<file path="src/hdl/assert_macros.svh">
// ----------------------------------------------------------------------------
// assert_macros.svh
// shared concurrent assertion macros, sampled on clk, disabled in reset
// ----------------------------------------------------------------------------
`ifndef ASSERT_MACROS_SVH
`define ASSERT_MACROS_SVH

// same-cycle implication
`define PP_CHECK_IMP(name, ante, cons) \
    name: assert property (@(posedge clk) disable iff (!rst_n) (ante) |-> (cons)) \
        else $error("same-cycle check failed");

// next-cycle implication
`define PP_CHECK_NEXT(name, ante, cons) \
    name: assert property (@(posedge clk) disable iff (!rst_n) (ante) |=> (cons)) \
        else $error("next-cycle check failed");

`endif

</file>
<file path="src/hdl/pp_delay.sv">
// ----------------------------------------------------------------------------
// pp_delay
// enabled shift line that keeps side data aligned with the datapath
// ----------------------------------------------------------------------------
module pp_delay #(
    parameter int WIDTH = 64,
    parameter int DEPTH = 5
) (
    input  logic             clk,
    input  logic             en,
    input  logic [WIDTH-1:0] d,
    output logic [WIDTH-1:0] q
);
    logic [WIDTH-1:0] tap_reg [0:DEPTH-1];

    always_ff @(posedge clk)
    begin
        if (en)
        begin
            tap_reg[0] <= d;
            for (int i = 1; i < DEPTH; i++)
            begin
                tap_reg[i] <= tap_reg[i-1];
            end
        end
    end

    assign q = tap_reg[DEPTH-1];
endmodule

</file>
<file path="config.mk">
export PLATFORM = sky130hd
export DESIGN_NAME = pp_delay
export DESIGN_NICKNAME = d
export VERILOG_FILES = /design/src/hdl/assert_macros.svh /design/src/hdl/pp_delay.sv
export SDC_FILE = /design/constraint.sdc
export NUM_CORES = 1
export LEC_CHECK = 0
export BUFFER_PORTS_ARGS = -buffer_cell sky130_fd_sc_hd__buf_4
export CAP_MARGIN = 20
export CORE_MARGIN = 4
export CORE_UTILIZATION = 53
export CTS_CLUSTER_DIAMETER = 30
export DETAILED_ROUTE_END_ITERATION = 10
export PLACE_DENSITY = 0.81
export SYNTH_ARGS = -nofsm -noshare
export SYNTH_HDL_FRONTEND = slang
export SYNTH_SLANG_ARGS = --single-unit
</file>
<file path="constraint.sdc">
create_clock -name clk -period 0.8 [get_ports clk]
set_input_delay 0.04 -clock clk [delete_from_list [all_inputs] [get_ports clk]]
set_output_delay 0.04 -clock clk [all_outputs]
set_load 0.02 [all_outputs]
</file>
==> summary.md, run 1 <==
| Metric | Value |
|---|---|
| Die height | roughly 150 um |
| P per Cell Area | around 3000 nW/um^2 |
| Fin. max-slew vios | 0 |
| Failing checks | setup timing |
| Multi-In Gates | 0 |
| Worst vdd ir | between 0.0015 and 0.002 V |
| Max incr delay on CP | between 0.4 and 0.5 ns |
| R2R depth | 0 |
| Hold Worst Slack | 0.04070 ns |
| Fraction of layout cells with a size suffix above 1 | 0.3550 |
| I/O Buffers | around 130 |
| Final Worst Setup Slack | -0.3367 ns |
| Die Wd | between 100 and 150 um |
| GRT Total Usage | 0.1356 |
| Syn-to-layout area delta | 33.52% |
| Total wire length | ~14,000 um |
| Synthesis-stage register bit count | 320 |
| Critical path cell sequence | buf_6 |
| Mapped cell area | between 10,000 and 15,000 sq um |
| # IOs | 130 |
| DRT Pass-1 Iters | 4 |
| Diodes inserted | 0 |
| Reg2reg start | tap_reg[0][105]$_DFFE_PP_ |
| Hold Path Depth | 2 |
| Pre-CTS setup slack | -0.07086 ns |
| Type of the worst min-delay path | in -> reg |
| Post-Layout Cell Count | about 850 |
| Status | finished, violations left |
| Residual DRC count | 0 |
| Tcrit/Tclk final | 1.421 |
| Post-DP HPWL | between 7000 and 8000 um |
| Placed inst area | between 10,000 and 15,000 sq um |
| Final setup viols | 64 |
| DRT iter0 DRCs | between 200 and 250 |
| Total CTS buffers | between 40 and 50 |
| Sink Count | 320 |
| DR WL/cell | 16.96 um |
| Avg Synthesized Cell Area | approximately 26 sq um |
| Slew headroom | 0.8451 |
| Power consumption | 40.81 mW |
| Syn_nets | 450 |
| Reg2reg setup slack | around 0.13 ns |
| Synth unique cells | 2 |
| Area occupied by multi-input gates | 0 sq um |
| Cell family with most CP delay | flip-flops |
| Routed Antenna Nets | 0 |
| Core Area | 18,710 sq um |
| Design area | approximately 13,000 sq um |
| Synth Instances | approximately 380 |
| Worst r2r dst | tap_reg[0][169]$_DFFE_PP_ |
| Final net count | roughly 640 |
| # rows | 50 |
| RSZ-0062 raised after global routing | yes |
| Worst path bufs/invs | 1 |
| Placer Congestion | 0.6857 |
| Clk slew on worst S/H paths | about 0.050 ns |
| Pin count of the biggest net entering global routing | 47 |
| Layout fillers | 1,029 |
| Hold_sp | en |
| Largest register FFs | 320 |
| CP required | between 0.7 and 0.8 ns |
| Max frequency | slightly below 900 MHz |
| First-pass GRT wire length | ~22,000 um |
| Utilization after layout | 0.7202 |
| DR vias/cell | ~4.7 |
| Crit path capture type | primary output |
| Setup tns final | -18.04 ns |
| FF/Latch Area | between 9000 and 10,000 sq um |
| Setup crit start kind | register |
| WP data arrival | 1.10 ns |
| Placed cell count | around 700 |
| Hold EP | tap_reg[0][21]$_DFFE_PP_ |
| CTS tree | done |
| Final Hold Viols | 0 |
| Yosys warns | 0 |
| Clk_lat worst skew | about 0.52 ns |
| Post-route minimum period | approximately 1.1 ns |
| Setup Skew | approximately 0.012 ns |
| Initial Util | 0.5394 |
| Antenna violations before repair | 0 |
| Leak Pwr | around 4.9 nW |
| Overflow after GRT | 0 |
| Max cap viols | 0 |
| Vias in the first global route | approximately 4,200 |
| Crit-path max FO | 1 |
| Die area | about 21,000 sq um |
| H-tree depth | 2 |
| CP max stage cell | edfxtp_1 |
| Slew @ Worst Pin | 0.2323 ns |
| Vias | between 3,000 and 4,000 |
| Crit Path Category | reg -> out |
| Seq/Total Area, Yosys | 0.9524 |
| CTS max path bufs | 3 |
| Clock tree root driver cell | clkbuf_16 |
## layer usage
metal,up-vias,wire [um],global-route usage
li1,1849,-,-
met1,1931,5556,0.1637
met2,141,7493,0.2273
met3,36,936,0.04516
met4,0,397,0.05550
met5,-,0,0
## area by class of cell
| type | count | area share |
|---|---|---|
| Clock buffer | 51 | 0.08842 |
| Tap cell | 234 | 0.02173 |
| Sequential cell | 320 | 0.7133 |
| Timing Repair Buffer | 210 | 0.1521 |
| Clock inverter | 33 | 0.02443 |
## synthesized netlist by cell type
library cell | instances | area (sq um)
buf_4 | 64 | 480.5
edfxtp_1 | 320 | 9609
## power by group
group	switching, mW	internal, mW
clock network	7.03	12.2
logic	0.742	0.807
registers	0.317	19.7
## what timing repair did
action | 4_1_cts | 5_1_grt
hold buffers | 65 | 0
endpoints found under the setup margin | 64 | 64
setup buffers | 0 | 0
hold endpoints to repair | 69 | 0
cloned | 0 | 0
resized for setup | 63 | 1
## layout by cell type (no fill, tap or decap)
cell | synthesis | layout
clkbuf_16 | 0 | 47
buf_12 | 0 | 5
clkbuf_1 | 0 | 4
edfxtp_1 | 320 | 320
inv_8 | 0 | 4
clkinvlp_4 | 0 | 7
buf_8 | 0 | 1
dlygate4sd3_1 | 0 | 65
clkinv_2 | 0 | 3
clkinv_4 | 0 | 5
inv_6 | 0 | 3
buf_6 | 0 | 64
bufinv_16 | 0 | 4
clkinv_1 | 0 | 7
buf_4 | 64 | 75
## how the worst max path moves through the flow
stage,start,end,slack (ns),cells after the start
global placement,en,tap_reg[0][51]$_DFFE_PP_,-0.04,2
finish,tap_reg[0][282]$_DFFE_PP_,q[26],-0.34,1
floorplan,tap_reg[0][36]$_DFFE_PP_,tap_reg[0][100]$_DFFE_PP_,0.21,0
detailed placement,en,tap_reg[0][307]$_DFFE_PP_,-0.07,2
global route,tap_reg[0][315]$_DFFE_PP_,q[59],-0.37,1
CTS,tap_reg[0][315]$_DFFE_PP_,q[59],-0.38,1
## cells by family (layout without fill, tap and decap cells)
logic type  Yosys count  after routing  synth area share
flops               320            320            0.9524
buf+inv              64            294           0.04762
Power figures use the tool's default switching activity.
==> inputs of run 2 (changes only) <==
- CORE_ASPECT_RATIO: default -> 1.1
- CTS_BUF_LIST: default -> sky130_fd_sc_hd__clkbuf_4 sky130_fd_sc_hd__clkbuf_8
==> run 2 against run 1 <==
The flow still finishes with violations (setup timing); non-clock buffer count is 1 higher; sequential power about the same; via count shrank 0.71%; setup slack lost 0.038 ns; count of clock-buffer cells in the layout up 18; flip-flop and latch count unchanged; critical path depth did not move; combinational power hardly changed; clock skew shrank 0.0032 ns; highest routed layer unchanged.
==> summary.md, run 2 (synthesis gave the netlist of run 1 again) <==
| Metric | Value |
|---|---|
| Top layer used by detailed routing | met4 (unchanged) |
| Die area | 21,310 sq um (about the same) |
| Metal-1 WL | 5262 um (was 5556 um) |
| Post-Layout Cell Count | 862 (was 848) |
| I/O Buffers | 129 (unchanged) |
| CTS tree | done (unchanged) |
| Total CTS buffers | 49 (was 45) |
| Crit path capture type | primary output (unchanged) |
| Syn-to-layout area delta | 28.20% (was 33.52%) |
| Setup Skew | 0.008832 ns (was 0.01207 ns) |
| H-tree depth | 2 (unchanged) |
| Residual DRC count | 0 (unchanged) |
| Pin count of the biggest net entering global routing | 48 (was 47) |
| DRT iter0 DRCs | 195 (was 243) |
| Failing checks | setup timing (unchanged) |
| WP data arrival | 1.13 ns (was 1.10 ns) |
| Placed inst area | 11,080 sq um (was 11,060 sq um) |
| Die height | 152.7 um (was 146.0 um) |
| Worst path bufs/invs | 1 (unchanged) |
| WL met2 | 7802 um (was 7493 um) |
| Max incr delay on CP | 0.44 ns (was 0.42 ns) |
| Area occupied by multi-input gates | 0 sq um (unchanged) |
| Cell family with most CP delay | flip-flops (unchanged) |
| First-pass GRT wire length | 22,530 um (was 22,240 um) |
| Routed Antenna Nets | 0 (unchanged) |
| Vias | 3,929 (was 3,957) |
| Overflow after GRT | 0 (unchanged) |
| Post-DP HPWL | 7918 um (was 7674 um) |
| Tcrit/Tclk final | 1.469 (was 1.421) |
| Initial Util | 0.5441 (was 0.5394) |
| Final Hold Viols | 0 (unchanged) |
| CP required | 0.76 ns (about the same) |
| Leak Pwr | 4.725 nW (was 4.928 nW) |
| Status | finished, violations left (unchanged) |
| Design area | 12,930 sq um (was 13,470 sq um) |
| Utilization after layout | 0.6976 (was 0.7202) |
| Crit Path Category | reg -> out (unchanged) |
| Core Area | 18,540 sq um (was 18,710 sq um) |
| # IOs | 130 (unchanged) |
| Clk slew on worst S/H paths | 0.06 ns (was 0.05 ns) |
| DRT Pass-1 Iters | 4 (unchanged) |
| Clk_lat worst skew | 0.53 ns (was 0.52 ns) |
| Most frequent cells in the layout | 320 x edfxtp_1, 76 x buf_4, 64 x dlygate4sd3_1, 64 x buf_6, 51 x clkbuf_8 (was 320 x edfxtp_1, 75 x buf_4, 65 x dlygate4sd3_1) |
| Final setup viols | 64 (unchanged) |
| P per Cell Area | 2656 nW/um^2 (was 3030 nW/um^2) |
| Multi-In Gates | 0 (unchanged) |
| DR vias/cell | 4.558 (was 4.666) |
| Vias in the first global route | 4,297 (was 4,194) |
| Die Wd | 139.6 um (was 146.0 um) |
| Max frequency | 851.1 MHz (was 879.8 MHz) |
| Slew headroom | 0.7486 (was 0.8451) |
| Setup crit start kind | register (unchanged) |
| Placed cell count | 709 (was 699) |
| Type of the worst min-delay path | in -> reg (unchanged) |
| CP max stage cell | edfxtp_1 (unchanged) |
| Diodes inserted | 0 (unchanged) |
| Final Worst Setup Slack | -0.3749 ns (was -0.3367 ns) |
| Final net count | 648 (was 643) |
| WL met3 | 959 um (was 936 um) |
| Clock tree root driver cell | clkbuf_8 (was clkbuf_16) |
| Crit-path max FO | 1 (unchanged) |
| Post-route minimum period | 1.175 ns (was 1.137 ns) |
| Total wire length | 14,350 um (was 14,380 um) |
| RSZ-0062 raised after global routing | yes (unchanged) |
| CTS max path bufs | 3 (unchanged) |
| Pre-CTS setup slack | -0.09071 ns (was -0.07086 ns) |
| Commonest non-fill, non-tap cell in the layout | edfxtp_1 (unchanged) |
| Setup tns final | -19.47 ns (was -18.04 ns) |
| Fin. max-slew vios | 0 (unchanged) |
| Max cap viols | 0 (unchanged) |
| Hold Worst Slack | 0.03722 ns (was 0.04070 ns) |
| Power consumption | 34.35 mW (was 40.81 mW) |
| Sink Count | 320 (unchanged) |
| Fraction of layout cells with a size suffix above 1 | 0.3635 (was 0.3550) |
| Antenna violations before repair | 0 (unchanged) |
| # rows | 52 (was 50) |
| DR WL/cell | 16.65 um (was 16.96 um) |
| GRT Total Usage | 0.1380 (was 0.1356) |
| Worst vdd ir | 0.001592 V (was 0.001916 V) |
| Largest register FFs | 320 (unchanged) |
| Critical path cell sequence | buf_6 (unchanged) |
| Slew @ Worst Pin | 0.3772 ns (was 0.2323 ns) |
| Placer Congestion | 0.7038 (was 0.6857) |
run 2: cell count changes in the layout (fill, tap and decap cells not counted):
cell	previous run	this run
buf_4	75	76
bufinv_16	4	1
clkbuf_1	4	0
clkbuf_16	47	0
clkbuf_4	0	18
clkbuf_8	0	51
clkinv_1	7	9
clkinv_2	3	4
clkinv_4	5	2
clkinvlp_4	7	2
dlygate4sd3_1	65	64
dlymetal6s4s_1	0	1
inv_6	3	1
inv_8	4	0
run 2: where the power goes:
group	leakage (nW)	internal, mW	total [mW]	switching (mW)
Combinational	1.09	0.810	1.54	0.732
Sequential	3.13	19.7	20.1	0.337
Clock	0.506	7.10	12.7	5.64
Total	4.73	27.6	34.4	6.71
run 2: worst paths after layout:
kind	to	cells after the start	start	slack [ns]
worst max-delay path	q[26]	1	tap_reg[0][282]$_DFFE_PP_	-0.37
worst min-delay path	tap_reg[0][217]$_DFFE_PP_	2	en	0.04
worst max register to register	tap_reg[0][148]$_DFFE_PP_	0	tap_reg[0][84]$_DFFE_PP_	0.14
worst min register to register	tap_reg[0][104]$_DFFE_PP_	0	tap_reg[0][40]$_DFFE_PP_	0.41
run 2: area by class of cell:
| class | instances | area (sq um) |
|---|---|---|
| Fill cell | 1082 | 5608 |
| Clock inverter | 19 | 125.1 |
| Sequential cell | 320 | 9609 |
| Tap cell | 243 | 304.0 |
| Clock buffer | 69 | 837.1 |
| Timing Repair Buffer | 211 | 2059 |
run 2: timing repair:
action                                  4_1_cts  5_1_grt
hold buffers                                 66        0
resized for setup                            63        2
endpoints found under the setup margin       64       98
buffers inserted                              0        0
hold endpoints to repair                     76        0
run 2: routing by layer:
metal	GRT usage	vias to the layer above
li1	-	1856
met1	0.1584	1905
met2	0.2432	140
met3	0.04520	28
met4	0.04938	0
met5	0	-
==> inputs of run 3 (changes only) <==
- CTS_BUF_LIST: sky130_fd_sc_hd__clkbuf_4 sky130_fd_sc_hd__clkbuf_8 -> sky130_fd_sc_hd__clkbuf_8
- TNS_END_PERCENT: default -> 20
==> run 3 against run 2 <==
The flow still finishes with violations (setup timing); routed wire length grew 0.33%; count of clock-buffer cells in the layout down 18; cell count up 0.35%; global-route usage down 0.12 points; die area is the same; final area decreased by 0.27%; critical path depth unchanged; sequential power is essentially flat; utilization down 0.19 points; critical path type unchanged; critical endpoint unchanged.
==> summary.md, run 3 (synthesis gave the netlist of run 1 again) <==
| Metric | Value |
|---|---|
| Crit Path Category | reg -> out (unchanged) |
| Die height | 152.7 um (unchanged) |
| Vias in the first global route | 4,336 (was 4,297) |
| Failing checks | setup timing (unchanged) |
| Vias | 3,973 (was 3,929) |
| Max cap viols | 0 (unchanged) |
| Critical path depth in cells | 1 (unchanged) |
| CP required | 0.76 ns (about the same) |
| Placed cell count | 709 (unchanged) |
| First-pass GRT wire length | 22,450 um (was 22,530 um) |
| Final Hold Viols | 0 (unchanged) |
| Status | finished, violations left (unchanged) |
| Routed Antenna Nets | 0 (unchanged) |
| I/O Buffers | 129 (unchanged) |
| Max frequency | 851.2 MHz (was 851.1 MHz) |
| Hold Path Depth | 2 (unchanged) |
| Diodes inserted | 0 (unchanged) |
| Worst setup path start | tap_reg[0][282]$_DFFE_PP_ (unchanged) |
| H-tree depth | 2 (unchanged) |
| Residual DRC count | 0 (unchanged) |
| Crit path to | q[26] (unchanged) |
| Antenna violations before repair | 0 (unchanged) |
| Leak Pwr | 4.760 nW (was 4.725 nW) |
| Comb pwr share | 0.046 (was 0.045) |
| Switching Share | 0.2004 (was 0.1952) |
| Die area | 21,310 sq um (unchanged) |
| # rows | 52 (unchanged) |
| Initial Util | 0.5441 (unchanged) |
| # IOs | 130 (unchanged) |
| Fraction of layout cells with a size suffix above 1 | 0.3328 (was 0.3635) |
| Type of the worst min-delay path | in -> reg (unchanged) |
| Setup crit start kind | register (unchanged) |
| DRT iter0 DRCs | 170 (was 195) |
| Post-Layout Cell Count | 865 (was 862) |
| Multi-In Gates | 0 (unchanged) |
| Setup tns final | -19.51 ns (was -19.47 ns) |
| Syn-to-layout area delta | 27.85% (was 28.20%) |
| Worst path bufs/invs | 1 (unchanged) |
| GRT Total Usage | 0.1367 (was 0.1380) |
| Die Wd | 139.6 um (unchanged) |
| Commonest non-fill, non-tap cell in the layout | edfxtp_1 (unchanged) |
| CTS max path bufs | 3 (unchanged) |
| Clk_lat worst skew | 0.53 ns (about the same) |
| Cell family with most CP delay | flip-flops (unchanged) |
| Post-route minimum period | 1.175 ns (about the same) |
| Critical path cell sequence | buf_6 (unchanged) |
| Worst vdd ir | 0.001640 V (was 0.001592 V) |
| Seq pwr share | 0.598 (was 0.584) |
| Crit-path max FO | 1 (unchanged) |
| DR WL/cell | 16.64 um (was 16.65 um) |
| Fin. max-slew vios | 0 (unchanged) |
| Overflow after GRT | 0 (unchanged) |
| Clock tree root driver cell | clkbuf_8 (unchanged) |
| Core Area | 18,540 sq um (unchanged) |
| Area occupied by multi-input gates | 0 sq um (unchanged) |
| Setup Skew | 0.01274 ns (was 0.008832 ns) |
| DR vias/cell | 4.593 (was 4.558) |
| Clk slew on worst S/H paths | 0.06 ns (about the same) |
| Sink Count | 320 (unchanged) |
| Tcrit/Tclk final | 1.469 (about the same) |
| Slew @ Worst Pin | 0.3686 ns (was 0.3772 ns) |
| Final setup viols | 64 (unchanged) |
| Reg2reg setup slack | 0.11 ns (was 0.14 ns) |
| Placer Congestion | 0.7038 (unchanged) |
| P per Cell Area | 2600 nW/um^2 (was 2656 nW/um^2) |
| Worst r2r dst | tap_reg[0][95]$_DFFE_PP_ (was tap_reg[0][148]$_DFFE_PP_) |
| DRT Pass-1 Iters | 4 (unchanged) |
| Reg2reg start | tap_reg[0][31]$_DFFE_PP_ (was tap_reg[0][84]$_DFFE_PP_) |
| Clock share of power | 0.355 (was 0.371) |
| Pre-CTS setup slack | -0.09071 ns (unchanged) |
| Post-DP HPWL | 7918 um (unchanged) |
| Crit path capture type | primary output (unchanged) |
| Total wire length | 14,400 um (was 14,350 um) |
| Slew headroom | 0.7542 (was 0.7486) |
| Power consumption | 33.54 mW (was 34.35 mW) |
| Final Worst Setup Slack | -0.3749 ns (about the same) |
| RSZ-0062 raised after global routing | yes (unchanged) |
| Placed inst area | 11,080 sq um (unchanged) |
| Largest register FFs | 320 (unchanged) |
| CTS tree | done (unchanged) |
| Design area | 12,900 sq um (was 12,930 sq um) |
| Psw | 6.720 mW (was 6.706 mW) |
| Final net count | 651 (was 648) |
| Most frequent cells in the layout | 320 x edfxtp_1, 76 x buf_4, 66 x dlygate4sd3_1 (was 320 x edfxtp_1, 76 x buf_4, 64 x dlygate4sd3_1, 64 x buf_6, 51 x clkbuf_8) |
| Total CTS buffers | 49 (unchanged) |
| Pin count of the biggest net entering global routing | 48 (unchanged) |
| CP max stage cell | edfxtp_1 (unchanged) |
| Pint | 26.82 mW (was 27.65 mW) |
| WP data arrival | 1.13 ns (about the same) |
| Max incr delay on CP | 0.44 ns (about the same) |
| R2R depth | 0 (unchanged) |
[run 3: per-layer routing]
| metal | wire length [um] | global-route usage |
|---|---|---|
| met5 | 0 | 0 |
| met3 | 856 | 0.04300 |
| met4 | 380 | 0.05353 |
| met1 | 5503 | 0.1579 |
| met2 | 7656 | 0.2391 |
[run 3: per-stage QoR]
| stage | hold WS, ns | utilization |
|---|---|---|
| global placement | 0.2183 | 0.5975 |
| finish | 0.03132 | 0.6957 |
| CTS | -0.007501 | 0.6941 |
| floorplan | 0.1389 | - |
| detailed placement | 0.2193 | 0.5975 |
| global route | 0.006452 | 0.6957 |
[run 3: layout make-up]
| type | count | area (sq um) |
|---|---|---|
| Sequential cell | 320 | 9609 |
| Fill cell | 1090 | 5643 |
| Timing Repair Buffer | 214 | 2092 |
| Clock buffer | 51 | 701.9 |
| Tap cell | 243 | 304.0 |
| Clock inverter | 37 | 192.7 |
[run 3: power groups by stage]
| stage | sequential [mW] | combinational (mW) | clock [mW] |
|---|---|---|---|
| global placement | 20.3 | 1.13 | 0 |
| CTS | 20.1 | 1.55 | 12.3 |
| global route | 20.2 | 1.65 | 13.2 |
| finish | 20.1 | 1.55 | 11.9 |
| detailed placement | 20.4 | 1.18 | 0 |
| floorplan | 20.2 | 0.477 | 0 |
[run 3: worst min-delay path by stage]
stage | endpoint | startpoint | slack (ns)
after global routing | tap_reg[0][139]$_DFFE_PP_ | en | 0.006
after detailed placement | tap_reg[0][23]$_DFFE_PP_ | d[23] | 0.22
after global placement | tap_reg[0][12]$_DFFE_PP_ | d[12] | 0.22
final | tap_reg[0][139]$_DFFE_PP_ | en | 0.03
after CTS | tap_reg[0][219]$_DFFE_PP_ | en | -0.008
after floorplan | tap_reg[0][0]$_DFFE_PP_ | d[0] | 0.14
[run 3: repair_timing]
| action | 4_1_cts | 5_1_grt |
|---|---|---|
| hold buffers | 66 | 2 |
| endpoints found under the hold margin | 69 | 7 |
| resized for setup | 63 | 3 |
| setup buffers | 0 | 0 |
| setup endpoints to repair | 64 | 90 |
